$ cat config.mk
export PLATFORM = sky130hd
export DESIGN_NAME = length_prefixed_frame_splitter
export DESIGN_NICKNAME = d
export VERILOG_FILES = /design/src/lpfs_pkg.sv /design/src/lpfs_cfg_reg.sv /design/src/lpfs_in_stage.sv /design/src/lpfs_deframer.sv /design/src/length_prefixed_frame_splitter.sv
export SDC_FILE = /design/constraint.sdc
export NUM_CORES = 1
export LEC_CHECK = 0
export CAP_MARGIN = 10
export CORE_AREA = 10 10 178 180
export DETAILED_ROUTE_END_ITERATION = 7
export DIE_AREA = 0 0 188 190
export DONT_BUFFER_PORTS = 1
export GPL_TIMING_DRIVEN = 0
export PLACE_DENSITY_LB_ADDON = 0.12
export SLEW_MARGIN = 20
export SYNTH_ARGS = -nofsm -noshare
export SYNTH_HDL_FRONTEND = slang
export SYNTH_HIERARCHICAL = 1
export SYNTH_SLANG_ARGS = --single-unit
$ cat constraint.sdc
create_clock -name clk -period 9 [get_ports clk]
set_input_delay 1.8 -clock clk [delete_from_list [all_inputs] [get_ports clk]]
set_output_delay 1.8 -clock clk [all_outputs]
set_load 0.01 [all_outputs]
$ cat src/lpfs_pkg.sv
// shared constants and types for the length-prefixed frame splitter
`timescale 1ns / 1ps

package lpfs_pkg;

    localparam int MAX_FRAME_BYTES_DEF = 4096;
    localparam int HEADER_BYTES        = 4;
    localparam int BYTE_W              = 8;
    localparam int CFG_W               = 13;
    localparam int LEN_W               = 32;
    localparam int POS_OUT_W           = 12;

    localparam logic [CFG_W-1:0] CFG_MAX_RESET = 13'd4096;

    typedef struct packed {
        logic [BYTE_W-1:0]    frame_byte;
        logic [POS_OUT_W-1:0] byte_position;
        logic                 frame_start;
        logic                 frame_last;
        logic                 length_error;
        logic [LEN_W-1:0]     declared_length;
    } result_t;

endpackage

$ cat src/lpfs_cfg_reg.sv
// maximum frame length register and clamped effective maximum
`timescale 1ns / 1ps

module lpfs_cfg_reg #(
    parameter int MAX_FRAME_BYTES = lpfs_pkg::MAX_FRAME_BYTES_DEF,
    parameter int EMAX_W = (($clog2(MAX_FRAME_BYTES + 1) > lpfs_pkg::CFG_W)
                           ? $clog2(MAX_FRAME_BYTES + 1) : lpfs_pkg::CFG_W)
) (
    input  logic                       clk,
    input  logic                       rst_n,
    input  logic                       cfg_wr_en,
    input  logic [lpfs_pkg::CFG_W-1:0] cfg_wr_data,
    output logic [EMAX_W-1:0]          eff_max
);

    localparam logic [EMAX_W-1:0] PARAM_MAX = EMAX_W'(MAX_FRAME_BYTES);
    localparam logic [EMAX_W-1:0] RESET_EXT = EMAX_W'(lpfs_pkg::CFG_MAX_RESET);
    localparam logic [EMAX_W-1:0] EFF_RESET = (RESET_EXT > PARAM_MAX) ? PARAM_MAX : RESET_EXT;

    logic [lpfs_pkg::CFG_W-1:0] max_len_reg;
    logic [EMAX_W-1:0]          eff_max_reg;
    logic [EMAX_W-1:0]          eff_max_next;
    logic [EMAX_W-1:0]          cfg_ext;

    assign cfg_ext      = EMAX_W'(max_len_reg);
    assign eff_max_next = (cfg_ext > PARAM_MAX) ? PARAM_MAX : cfg_ext;

    always_ff @(posedge clk or negedge rst_n)
    begin
        if (!rst_n)
        begin
            max_len_reg <= lpfs_pkg::CFG_MAX_RESET;
            eff_max_reg <= EFF_RESET;
        end
        else
        begin
            if (cfg_wr_en)
            begin
                max_len_reg <= cfg_wr_data;
            end
            eff_max_reg <= eff_max_next;
        end
    end

    assign eff_max = eff_max_reg;

endmodule

$ cat src/lpfs_in_stage.sv
// input register stage for the byte stream
`timescale 1ns / 1ps

module lpfs_in_stage (
    input  logic                        clk,
    input  logic                        rst_n,
    input  logic                        in_valid,
    output logic                        in_stall,
    input  logic [lpfs_pkg::BYTE_W-1:0] data_byte,
    input  logic                        advance,
    output logic                        s1_valid,
    output logic [lpfs_pkg::BYTE_W-1:0] s1_byte
);

    logic                        valid_reg;
    logic [lpfs_pkg::BYTE_W-1:0] byte_reg;

    // stage frees up when the next stage takes its byte
    assign in_stall = valid_reg && !advance;

    always_ff @(posedge clk or negedge rst_n)
    begin
        if (!rst_n)
        begin
            valid_reg <= 1'b0;
        end
        else if (!in_stall)
        begin
            valid_reg <= in_valid;
        end
    end

    always_ff @(posedge clk)
    begin
        if (!in_stall && in_valid)
        begin
            byte_reg <= data_byte;
        end
    end

    assign s1_valid = valid_reg;
    assign s1_byte  = byte_reg;

endmodule

$ cat src/lpfs_deframer.sv
// frame position and length tracking with result register
`timescale 1ns / 1ps

module lpfs_deframer #(
    parameter int MAX_FRAME_BYTES = lpfs_pkg::MAX_FRAME_BYTES_DEF,
    parameter int EMAX_W = (($clog2(MAX_FRAME_BYTES + 1) > lpfs_pkg::CFG_W)
                           ? $clog2(MAX_FRAME_BYTES + 1) : lpfs_pkg::CFG_W)
) (
    input  logic                        clk,
    input  logic                        rst_n,
    input  logic                        s1_valid,
    input  logic [lpfs_pkg::BYTE_W-1:0] s1_byte,
    output logic                        advance,
    input  logic [EMAX_W-1:0]           eff_max,
    output logic                        out_valid,
    input  logic                        out_stall,
    output lpfs_pkg::result_t           result
);

    localparam int POS_W = (($clog2(MAX_FRAME_BYTES) > lpfs_pkg::POS_OUT_W)
                           ? $clog2(MAX_FRAME_BYTES) : lpfs_pkg::POS_OUT_W);
    localparam int LEN_W = lpfs_pkg::LEN_W;
    localparam logic [POS_W-1:0] HDR_LAST = POS_W'(lpfs_pkg::HEADER_BYTES - 1);
    localparam logic [POS_W-1:0] HDR_LEN  = POS_W'(lpfs_pkg::HEADER_BYTES);
    localparam logic [LEN_W-1:0] HDR_LEN32 = LEN_W'(lpfs_pkg::HEADER_BYTES);

    logic [POS_W-1:0]     pos_reg;
    logic [POS_W-1:0]     pos_next;
    logic [LEN_W-1:0]     acc_reg;
    logic [LEN_W-1:0]     acc_next;
    logic                 out_valid_reg;
    lpfs_pkg::result_t    result_reg;
    lpfs_pkg::result_t    result_next;
    logic [LEN_W-1:0]     byte_ext;
    logic [LEN_W-1:0]     pos_inc;
    logic                 is_header;
    logic                 last;
    logic                 err;

    assign advance  = !out_valid_reg || !out_stall;
    assign byte_ext = LEN_W'(s1_byte);
    assign pos_inc  = LEN_W'(pos_reg) + LEN_W'(1);
    assign is_header = (pos_reg < HDR_LEN);

    always_comb
    begin
        acc_next = acc_reg;
        pos_next = pos_reg + POS_W'(1);
        last     = 1'b0;
        err      = 1'b0;
        if (is_header)
        begin
            case (pos_reg[1:0])
                2'd0:    acc_next = byte_ext;
                2'd1:    acc_next = acc_reg | (byte_ext << 8);
                2'd2:    acc_next = acc_reg | (byte_ext << 16);
                2'd3:    acc_next = acc_reg | (byte_ext << 24);
                default: acc_next = acc_reg;
            endcase
            if (pos_reg == HDR_LAST)
            begin
                if ((acc_next < HDR_LEN32) || (acc_next > LEN_W'(eff_max)))
                begin
                    err  = 1'b1;
                    last = 1'b1;
                end
                else if (acc_next == HDR_LEN32)
                begin
                    last = 1'b1;
                end
            end
        end
        else if (pos_inc >= acc_reg)
        begin
            last = 1'b1;
        end
        if (last)
        begin
            pos_next = '0;
        end

        result_next.frame_byte      = s1_byte;
        result_next.byte_position   = pos_reg[lpfs_pkg::POS_OUT_W-1:0];
        result_next.frame_start     = (pos_reg == '0);
        result_next.frame_last      = last;
        result_next.length_error    = err;
        result_next.declared_length = acc_next;
    end

    always_ff @(posedge clk or negedge rst_n)
    begin
        if (!rst_n)
        begin
            pos_reg       <= '0;
            acc_reg       <= '0;
            out_valid_reg <= 1'b0;
        end
        else if (advance)
        begin
            out_valid_reg <= s1_valid;
            if (s1_valid)
            begin
                pos_reg <= pos_next;
                acc_reg <= acc_next;
            end
        end
    end

    always_ff @(posedge clk)
    begin
        if (advance && s1_valid)
        begin
            result_reg <= result_next;
        end
    end

    assign out_valid = out_valid_reg;
    assign result    = result_reg;

endmodule

$ cat src/length_prefixed_frame_splitter.sv
// top level of the length-prefixed frame splitter
`timescale 1ns / 1ps

// splits a byte stream into frames that begin with a 4-byte little-endian
// total length (header included); each byte comes out with its position,
// first and last marks, an error mark and the length assembled so far
// input channel: in_valid / in_stall with data_byte, one byte per transfer
// output channel: out_valid / out_stall with one result per input byte
// config: cfg_wr_en / cfg_wr_data set the largest allowed frame length,
// clamped to MAX_FRAME_BYTES; write only while the block is idle
// path: an accepted byte waits in the input register, and its result is
// then registered in the result register, which drives out_valid
// throughput: one byte per cycle while out_stall is low; the position and
// length update from input register to result register is combinational
// a frame of length 4 ends on its last header byte; a length below 4 or
// above the maximum is flagged on the last header byte and ends the frame
// reset: position and length clear, next byte is header byte 0, maximum 4096
// when out_stall is high the result holds, the input register holds one
// more byte, and in_stall rises only once both are full

module length_prefixed_frame_splitter #(
    parameter int MAX_FRAME_BYTES = lpfs_pkg::MAX_FRAME_BYTES_DEF
) (
    input  logic                           clk,
    input  logic                           rst_n,
    input  logic                           cfg_wr_en,
    input  logic [lpfs_pkg::CFG_W-1:0]     cfg_wr_data,
    input  logic                           in_valid,
    output logic                           in_stall,
    input  logic [lpfs_pkg::BYTE_W-1:0]    data_byte,
    output logic                           out_valid,
    input  logic                           out_stall,
    output logic [lpfs_pkg::BYTE_W-1:0]    frame_byte,
    output logic [lpfs_pkg::POS_OUT_W-1:0] byte_position,
    output logic                           frame_start,
    output logic                           frame_last,
    output logic                           length_error,
    output logic [lpfs_pkg::LEN_W-1:0]     declared_length
);

    localparam int EMAX_W = (($clog2(MAX_FRAME_BYTES + 1) > lpfs_pkg::CFG_W)
                            ? $clog2(MAX_FRAME_BYTES + 1) : lpfs_pkg::CFG_W);

    logic [EMAX_W-1:0]           eff_max;
    logic                        s1_valid;
    logic [lpfs_pkg::BYTE_W-1:0] s1_byte;
    logic                        advance;
    lpfs_pkg::result_t           result;

    lpfs_cfg_reg #(
        .MAX_FRAME_BYTES (MAX_FRAME_BYTES),
        .EMAX_W          (EMAX_W)
    ) u_cfg_reg (
        .clk         (clk),
        .rst_n       (rst_n),
        .cfg_wr_en   (cfg_wr_en),
        .cfg_wr_data (cfg_wr_data),
        .eff_max     (eff_max)
    );

    lpfs_in_stage u_in_stage (
        .clk       (clk),
        .rst_n     (rst_n),
        .in_valid  (in_valid),
        .in_stall  (in_stall),
        .data_byte (data_byte),
        .advance   (advance),
        .s1_valid  (s1_valid),
        .s1_byte   (s1_byte)
    );

    lpfs_deframer #(
        .MAX_FRAME_BYTES (MAX_FRAME_BYTES),
        .EMAX_W          (EMAX_W)
    ) u_deframer (
        .clk       (clk),
        .rst_n     (rst_n),
        .s1_valid  (s1_valid),
        .s1_byte   (s1_byte),
        .advance   (advance),
        .eff_max   (eff_max),
        .out_valid (out_valid),
        .out_stall (out_stall),
        .result    (result)
    );

    assign frame_byte      = result.frame_byte;
    assign byte_position   = result.byte_position;
    assign frame_start     = result.frame_start;
    assign frame_last      = result.frame_last;
    assign length_error    = result.length_error;
    assign declared_length = result.declared_length;

endmodule

==> impl_metrics.csv, run 1 <==
group,metric,value,unit
die,die_w,188,um
sta,setup_tns,0,ps
clock_tree,post_cts_buffers,0,
logic_synthesis,synth.net_count,616,
critical_path,path_class,"flip-flop to flip-flop",
sta,fin_ws,4640,ps
route,drtIter0Drc,307,
grt,grt_pass1_wl,28300,um
place,post_dp_cell_area,6910,sq um
sta,skew,14.4,ps
clock_tree,cts_sinks,135,
die,start_util,22.7,%
pwr,p_clk_share,35.7,%
clock_tree,cts-resized-gates,0,
pwr,combPwrFrac,26.3,%
place,placed_cells,944,
logic_synthesis,synth_enable_flop_cells,63,
route,routed_wirelength,18400,um
critical_path,critPathArrivalTime,4680,ps
logic_synthesis,yosys_warnings,6,
critical_path,r2r_cells,14,
clock_tree,cts.path.max_buffers,2,
hold_path,hold_path.class,"flip-flop to flip-flop",
sta,tightest_slew,821,ps
route,ant_nets,0,
critical_path,critPathMaxStageDelay,500,ps
logic_synthesis,yosysSeqAreaShare,57.7,%
critical_path,crit_chain,"buf_2 -> inv_1 -> ha_1 -> clkbuf_1 -> o21ai_0 -> a21oi_1 -> ha_1 -> a21o_1 -> a221oi_2 -> or3b_1 -> a211oi_1 -> o221ai_2 -> buf_6 -> o32ai_2",
grt,grt_remaining_overflow,0,
pwr,internal_power,1.47,mW
sta,fmax,229,MHz
critical_path,critPathMostFrequentCell,"ha_1",
place,hpwl,13200,um
logic_synthesis,ys_seq_elements,135,
sta,fin_crit,4360,ps
critical_path,timing.rr.start,"u_deframer/pos_reg[1]",
die,coreArea,28200,sq um
critical_path,worst-r2r-setup-slack,4640,ps
pwr,ir_drop,0.0976,mV
logic_synthesis,synthArstFlopShare,53.3,%
place,pre_cts_ws,4680,ps
sta,fin_crit_sh,48.4,%
final_layout,largest_reg_flops,55,
logic_synthesis,yosys_most_used_dff,"dfrtp_1",
critical_path,crit_path_end_kind,"flip-flop",
pwr,power_leakage,3.06,nW
grt,grt_max_degree,73,
logic_synthesis,synth_area,6400,sq um
sta,rsz0062_at_grt,"no",
critical_path,reg2reg_to,"u_deframer/pos_reg[2]",
final_layout,layout_commonest_cell,"nand2_1",
critical_path,crit_end,"u_deframer/pos_reg[2]",
logic_synthesis,avgSynthCellArea,11.5,sq um
route,num_vias,4258,
pwr,p_per_area,289,nW/um^2
final_layout,layoutNonFillerInstCount,976,
route,wl_per_cell,18.8,um
clock_tree,cts_hold_buffers,0,
logic_synthesis,syn_inst,559,
sta,drv_slew,0,
clock_tree,cts_buffers,17,
die,rows,62,
critical_path,required,9320,ps
clock_tree,clk_pin_slew,60,ps
pwr,swShare,32.9,%
clock_tree,root_buffer,"clkbuf_16",
final_layout,multiInputGateArea,2380,sq um
final_layout,drive_gt1_share,14.4,%
final_layout,n_antenna_cell,0,
run_status,run_status,"complete, no violations",
grt,grt_pass1_vias,4537,
run,cap_violations,0,
critical_path,startpoint,"u_deframer/pos_reg[1]",
clock_tree,cts_tree,"built",
place,gp_congestion,0.816,
final_layout,final_nets,636,
final_layout,mostFrequentLayoutCells,"75 x nand2_1, 70 x dfrtp_1, 63 x edfxtp_1",
final_layout,area_growth,18.1,%
grt,antenna_found_initial,0,
route,drc,0,
die,die_area,35700,sq um
critical_path,crit_path_start_kind,"flip-flop",
final_layout,fill_cells,2985,
sta,hold_violations,0,
die,pin_count,83,
place,io_buffers,0,
route,dr.pass1.iters,5,
clock_tree,clk-insertion-delay-late,420,ps
die,die_y,190,um
pwr,p_seq_share,38.0,%
logic_synthesis,synth_cell_types,62,
clock_tree,htree_levels,4,
pwr,switchingPower,0.719,mW
critical_path,critPathMaxFanout,10,
route,viasPerCell,4.36,
sta,setup_viol,0,
critical_path,crit_path_top_delay_cell,"dfrtp_1",
final_layout,final_cell_area,7560,sq um
grt,groute.usage.overall,10.5,%
sta,hold_slack,452,ps
final_layout,regArea,3700,sq um
sta,relSlewSlack,43.8,%
==> final cells by class <==
type / instances / share of cell area, %
flip-flops and latches: 135 / 48.9
multi-input cells: 355 / 31.5
well taps: 384 / 6.36
clock buffers: 18 / 5.68
clock inverters: 14 / 2.96
plain buffers: 30 / 2.38
inverters: 39 / 1.94
repair buffers: 1 / 0.265
==> critical path: cells and delay by family, from the launching register on <==
family | cells | cell delay [ps]
AO/OA/AOI/OAI | 7 | 1830
buffers and inverters | 4 | 990
adder cells (fa/ha/maj) | 2 | 560
flip-flops | 1 | 500
AND/OR/NAND/NOR | 1 | 380
==> routing by layer <==
metal	up-vias	track usage [%]	share of wire (%)	wire, um
met2	124	17.2	48	8830
met5	-	0	0	0
li1	2034	-	-	-
met1	2076	12.5	44	8090
met4	0	4.46	2.6	486
met3	24	3.20	5.4	991
==> cell families (layout without fill, tap and decap cells) <==
group,after synthesis,count (layout),synth area share (%)
AO/OA/AOI/OAI,134,134,13.8
XOR/XNOR,10,10,1.37
buffers and inverters,69,102,5.04
flip-flops,135,135,57.7
adder cells (fa/ha/maj),31,31,6.06
AND/OR/NAND/NOR,164,164,12.6
multiplexers,16,16,3.38
==> synth_stat cells (2+ instances only) <==
library cell,n,share of area (%)
buf_6,4,0.70
nor4_1,6,0.59
o22ai_1,3,0.29
clkbuf_8,2,0.43
clkbuf_1,16,0.94
inv_1,39,2.3
dfstp_2,2,0.82
a211oi_1,3,0.35
nand2b_1,6,0.59
ha_1,31,6.1
edfxtp_1,63,30
dfrtp_1,70,27
nor2_1,24,1.4
nor2b_1,12,1.2
nand4_1,3,0.29
xnor2_1,7,0.96
nand3_1,9,0.70
nor3_1,3,0.23
nand2b_4,2,0.43
or2_2,2,0.20
and3_1,3,0.29
mux2_4,10,2.3
a22oi_1,5,0.59
buf_2,3,0.23
and4_1,2,0.27
a21oi_1,27,2.1
clkbuf_2,2,0.16
and3_2,2,0.23
xor2_1,3,0.41
a31oi_1,3,0.29
a21oi_2,5,0.68
buf_4,2,0.23
or4_1,2,0.23
o21ai_0,43,3.4
a21o_1,9,1.1
or3_1,6,0.59
mux2_2,5,0.88
nand2_1,75,4.4
o21a_1,2,0.23
o31ai_1,20,2.3
and2_1,2,0.20
==> power by group through the flow <==
stage	clock network [mW]	logic (mW)	registers, mW
6_report	0.781	0.575	0.831
5_1_grt	0.838	0.651	0.844
4_1_cts	0.809	0.582	0.836
3_5_place_dp	0	0.578	0.847
3_3_place_gp	0	0.569	0.849
2_1_floorplan	0	0.425	0.813
==> worst min path at each step <==
stage | startpoint | end | slack [ps] | depth (start not counted)
floorplan | u_deframer/pos_reg[5] | u_deframer/result[40] | 420 | 0
global placement | u_deframer/pos_reg[5] | u_deframer/result[40] | 440 | 0
detailed placement | u_deframer/pos_reg[5] | u_deframer/result[40] | 440 | 0
CTS | u_deframer/pos_reg[5] | u_deframer/result[40] | 460 | 0
global route | u_deframer/pos_reg[5] | u_deframer/result[40] | 470 | 0
finish | u_deframer/pos_reg[5] | u_deframer/result[40] | 450 | 0
==> metrics by stage <==
| step | utilization [%] | power, mW |
|---|---|---|
| after CTS | 26.8 | 2.23 |
| after detailed placement | 24.5 | 1.43 |
| after global placement | 24.4 | 1.42 |
| after floorplan | - | 1.24 |
| after global routing | 26.8 | 2.33 |
| final | 26.8 | 2.19 |
Power figures use the tool's default switching activity.
==> run 2, diff against run 1 <==
==> constraint.sdc (replaced) <==
create_clock -name clk -period 4.3 [get_ports clk]
set_input_delay 0.86 -clock clk [delete_from_list [all_inputs] [get_ports clk]]
set_output_delay 0.86 -clock clk [all_outputs]
set_load 0.01 [all_outputs]
==> run 2 against run 1 <==
Die area is the same. Highest routed layer unchanged. Flip-flop and latch count is the same. Critical path depth shrank 1. Critical endpoint unchanged. Critical path type unchanged. Via count grew 0.54%.
==> impl_metrics.csv, run 2 (synthesis results as in run 1) <==
group,metric,value,unit
final_layout,mostFrequentLayoutCells,"75 x nand2_1, 68 x dfrtp_1, 63 x edfxtp_1",
clock_tree,root_buffer,"clkbuf_16",
die,die_y,190,um
critical_path,worst-r2r-setup-slack,270,ps
route,num_vias,4281,
sta,fmax,248,MHz
pwr,ir_drop,0.205,mV
clock_tree,cts.path.max_buffers,2,
pwr,p_per_area,608,nW/um^2
run,cap_violations,0,
critical_path,critPathMaxStageDelay,470,ps
sta,fin_crit,4030,ps
final_layout,final_cell_area,7580,sq um
clock_tree,clk_pin_slew,70,ps
sta,setup_viol,0,
grt,grt_remaining_overflow,0,
clock_tree,cts_hold_buffers,0,
grt,groute.usage.overall,10.5,%
sta,fin_crit_sh,93.8,%
critical_path,crit_path_top_delay_cell,"dfrtp_2",
critical_path,path_class,"flip-flop to flip-flop",
final_layout,layoutNonFillerInstCount,976,
critical_path,crit_chain,"ha_2 -> and3_2 -> nand3_1 -> or2_2 -> nor2_1 -> xor2_1 -> ha_1 -> a21o_1 -> a221o_2 -> o31ai_4 -> o221ai_2 -> buf_6 -> o32ai_2",
route,wl_per_cell,18.9,um
run_status,run_status,"complete, no violations",
sta,drv_slew,0,
grt,grt_max_degree,73,
final_layout,area_growth,18.4,%
die,rows,62,
sta,rsz0062_at_grt,"no",
clock_tree,htree_levels,4,
route,viasPerCell,4.39,
critical_path,critPathMaxFanout,10,
sta,skew,14.7,ps
clock_tree,cts_buffers,17,
critical_path,crit_path_start_kind,"flip-flop",
place,post_dp_cell_area,6910,sq um
critical_path,crit_path_end_kind,"flip-flop",
grt,antenna_found_initial,0,
die,die_area,35700,sq um
critical_path,startpoint,"u_deframer/pos_reg[0]",
die,start_util,22.7,%
die,pin_count,83,
pwr,power_leakage,3.06,nW
route,drtIter0Drc,296,
final_layout,drive_gt1_share,15.5,%
critical_path,critPathArrivalTime,4350,ps
final_layout,largest_reg_flops,55,
sta,tightest_slew,697,ps
clock_tree,clk-insertion-delay-late,420,ps
critical_path,required,4620,ps
final_layout,layout_commonest_cell,"nand2_1",
pwr,power,4.61,mW
route,ant_nets,0,
place,placed_cells,944,
place,hpwl,13200,um
clock_tree,cts_sinks,135,
route,dr.pass1.iters,4,
final_layout,n_antenna_cell,0,
clock_tree,cts_tree,"built",
route,routed_wirelength,18500,um
grt,grt_pass1_vias,4537,
critical_path,reg2reg_to,"u_deframer/pos_reg[2]",
place,gp_congestion,0.816,
critical_path,timing.rr.start,"u_deframer/pos_reg[0]",
sta,relSlewSlack,53.4,%
die,coreArea,28200,sq um
grt,grt_pass1_wl,28300,um
hold_path,hold_path.class,"input port to async pin",
route,drc,0,
sta,hold_violations,0,
final_layout,final_util,26.8,%
die,die_w,188,um
final_layout,final_nets,636,
critical_path,r2r_cells,13,
place,io_buffers,0,
clock_tree,post_cts_buffers,0,
[run 2: timing repair]
action / 4_1_cts / 5_1_grt
setup endpoints to repair: 5 / 13
pin swaps: 0 / 0
resized for setup: 1 / 8
[run 2: worst max-delay path, delay by kind of cell, from the launching register on]
family / cells / cell delay [ps]
xor+xnor: 1 / 350
buf+inv: 1 / 210
fa+ha+maj: 2 / 650
flops: 1 / 470
compound gates: 5 / 1300
simple gates: 4 / 970
[run 2: area by class of cell]
| class | instances | area (sq um) |
|---|---|---|
| timing repair buffer | 1 | 20.0 |
| tap | 384 | 480 |
| inverter | 39 | 146 |
| buffer | 30 | 181 |
| multi-input combinational | 355 | 2400 |
| clock inverter | 14 | 224 |
| sequential | 135 | 3700 |
| fill | 2986 | 20700 |
| clock buffer | 18 | 429 |
[run 2: how the worst max path moves through the flow]
stage | to | slack, ps | cells past startpoint
final | u_deframer/pos_reg[2] | 270 | 13
after global routing | u_deframer/pos_reg[2] | 50 | 13
after CTS | u_deframer/pos_reg[2] | 8 | 13
after detailed placement | u_deframer/pos_reg[2] | -20 | 14
after global placement | u_deframer/pos_reg[0] | -50 | 14
after floorplan | u_deframer/pos_reg[0] | 800 | 13
[run 2: power by group]
part / switching (mW) / internal (mW) / leakage, nW
Combinational: 0.747 / 0.481 / 1.22
Clock: 0.600 / 1.04 / 0.315
Sequential: 0.176 / 1.57 / 1.53
Total: 1.52 / 3.08 / 3.06
[run 2: per-layer routing]
metal	GRT usage, %	share of wire (%)	vias up
met5	0	0	-
met4	4.46	2.7	0
met3	3.20	5.1	24
met2	17.2	48	115
met1	12.5	44	2110
li1	-	-	2032
[run 2: stage by stage]
stage	hold slack (ps)	setup WS, ps	TNS, ps
final	138	266	0
after global routing	103	49.8	0
after CTS	109	8.01	0
after detailed placement	442	-17.8	-40.6
after global placement	441	-47.6	-1740
after floorplan	424	800	0
==> run 3, diff against run 2 <==
--- a/config.mk
+++ b/config.mk
@@ -11,6 +11,7 @@
 export DIE_AREA = 0 0 188 190
 export DONT_BUFFER_PORTS = 1
 export GPL_TIMING_DRIVEN = 0
+export HOLD_SLACK_MARGIN = 0.15
 export PLACE_DENSITY_LB_ADDON = 0.12
 export SLEW_MARGIN = 20
 export SYNTH_ARGS = -nofsm -noshare
==> run 3 against run 2 <==
Hold slack better by 140 ps. Critical path depth did not move. Sequential power hardly changed.
==> impl_metrics.csv, run 3 (synthesis results as in run 1) <==
group,metric,value,unit
sta,fmax,248,MHz
die,die_area,35700,sq um
critical_path,critPathArrivalTime,4340,ps
clock_tree,cts_sinks,135,
grt,grt_max_degree,71,
pwr,ir_drop,0.205,mV
route,routed_wirelength,18600,um
place,pre_cts_ws,-17.8,ps
critical_path,crit_chain,"ha_2 -> and3_2 -> nand3_1 -> or2_2 -> nor2_1 -> xor2_1 -> ha_1 -> a21o_1 -> a221o_2 -> o31ai_4 -> o221ai_2 -> buf_6 -> o32ai_2",
clock_tree,clk_pin_slew,60,ps
critical_path,timing.rr.start,"u_deframer/pos_reg[1]",
clock_tree,htree_levels,4,
run,cap_violations,0,
sta,fin_crit,4020,ps
route,ant_nets,0,
place,gp_congestion,0.816,
final_layout,drive_gt1_share,15.7,%
sta,tightest_slew,724,ps
critical_path,critPathMaxStageDelay,470,ps
sta,fin_ws,275,ps
place,hpwl,13200,um
sta,hold_violations,0,
hold_path,hold_path.class,"input port to async pin",
die,coreArea,28200,sq um
run_status,run_status,"complete, no violations",
pwr,p_per_area,608,nW/um^2
route,wl_per_cell,19.0,um
final_layout,area_growth,18.8,%
final_layout,largest_reg_flops,55,
critical_path,crit_path_start_kind,"flip-flop",
sta,drv_slew,0,
clock_tree,post_cts_buffers,0,
die,die_w,188,um
route,dr.pass1.iters,4,
clock_tree,root_buffer,"clkbuf_16",
clock_tree,cts_buffers,17,
route,num_vias,4286,
final_layout,mostFrequentLayoutCells,"75 x nand2_1, 68 x dfrtp_1, 63 x edfxtp_1",
pwr,power_leakage,3.07,nW
sta,fin_crit_sh,93.6,%
die,pin_count,83,
clock_tree,clk-insertion-delay-late,420,ps
place,io_buffers,0,
sta,setup_viol,0,
final_layout,n_antenna_cell,0,
critical_path,critPathMaxFanout,10,
sta,relSlewSlack,51.6,%
critical_path,required,4620,ps
clock_tree,cts.path.max_buffers,2,
sta,skew,14.9,ps
grt,grt_pass1_wl,28400,um
grt,groute.usage.overall,10.5,%
critical_path,cp_top_family,"compound AO/OA/AOI/OAI gates",
critical_path,worst-path-buf-inv,1,
route,drtIter0Drc,293,
final_layout,layout_commonest_cell,"nand2_1",
die,start_util,22.7,%
die,rows,62,
critical_path,path_class,"flip-flop to flip-flop",
clock_tree,cts_tree,"built",
sta,hold_slack,280,ps
die,die_y,190,um
critical_path,startpoint,"u_deframer/pos_reg[1]",
final_layout,final_nets,637,
route,drc,0,
grt,grt_pass1_vias,4527,
critical_path,crit_path_end_kind,"flip-flop",
grt,antenna_found_initial,0,
critical_path,crit_path_top_delay_cell,"dfrtp_2",
grt,grt_remaining_overflow,0,
route,viasPerCell,4.39,
sta,rsz0062_at_grt,"no",
run 3: cell count changes in the layout (fill, tap and decap cells not counted), sizes merged:
cell  before  now
buf       11   12
run 3: power by group:
part           leakage [nW]  switching, mW  internal [mW]
clock                 0.315          0.602           1.04
sequential             1.53          0.176           1.57
combinational          1.23          0.762          0.484
run 3: metal layers:
metal | vias up | GRT usage (%) | part of all wire (%)
met5 | - | 0 | 0
met4 | 0 | 4.28 | 2.3
met3 | 20 | 3.15 | 4.8
met2 | 110 | 17.3 | 49
met1 | 2125 | 12.7 | 44
li1 | 2031 | - | -
run 3: stage by stage:
| step | total power, mW | util (%) | area [sq um] | TNS, ps | cells |
|---|---|---|---|---|---|
| 6_report | 4.63 | 26.9 | 7610 | 0 | 977 |
| 5_1_grt | 4.94 | 26.9 | 7610 | 0 | 977 |
| 4_1_cts | 4.68 | 26.9 | 7590 | 0 | 977 |
| 3_5_place_dp | 2.98 | 24.5 | 6910 | -40.6 | 944 |
| 3_3_place_gp | 2.97 | 24.4 | 6880 | -1740 | 943 |
| 2_1_floorplan | 2.59 | - | 6400 | 0 | 559 |
run 3: worst reg2reg max path, delay by kind of cell, from the launching register on:
family | cells | cell delay [ps]
buffers and inverters | 1 | 210
flip-flops | 1 | 470
AO/OA/AOI/OAI | 5 | 1300
XOR/XNOR | 1 | 350
AND/OR/NAND/NOR | 4 | 960
adder cells (fa/ha/maj) | 2 | 650
run 3: timing repair:
action                     4_1_cts  5_1_grt
setup endpoints to repair        5       13
resized for setup                1        8
hold endpoints to repair        70        0
hold buffers                     1        0
run 3: worst paths after layout:
path | to | slack [ps] | cells past startpoint
min in group clk | u_deframer/result[40] | 450 | 0
min | u_cfg_reg/cfg_ext[12] | 280 | 0
max | u_deframer/pos_reg[2] | 280 | 13
min reg2reg | u_deframer/result[40] | 450 | 0
max in group asynchronous | u_deframer/pos_reg[0] | 3610 | 1
max reg2reg | u_deframer/pos_reg[2] | 280 | 13
run 3: layout make-up:
| cell class | count | area [sq um] |
|---|---|---|
| buffer | 30 | 181 |
| multi-input combinational | 355 | 2400 |
| timing repair buffer | 2 | 47.5 |
| clock buffer | 18 | 429 |
| fill | 2984 | 20600 |
| sequential | 135 | 3700 |
| tap | 384 | 480 |
| clock inverter | 14 | 224 |
| inverter | 39 | 146 |
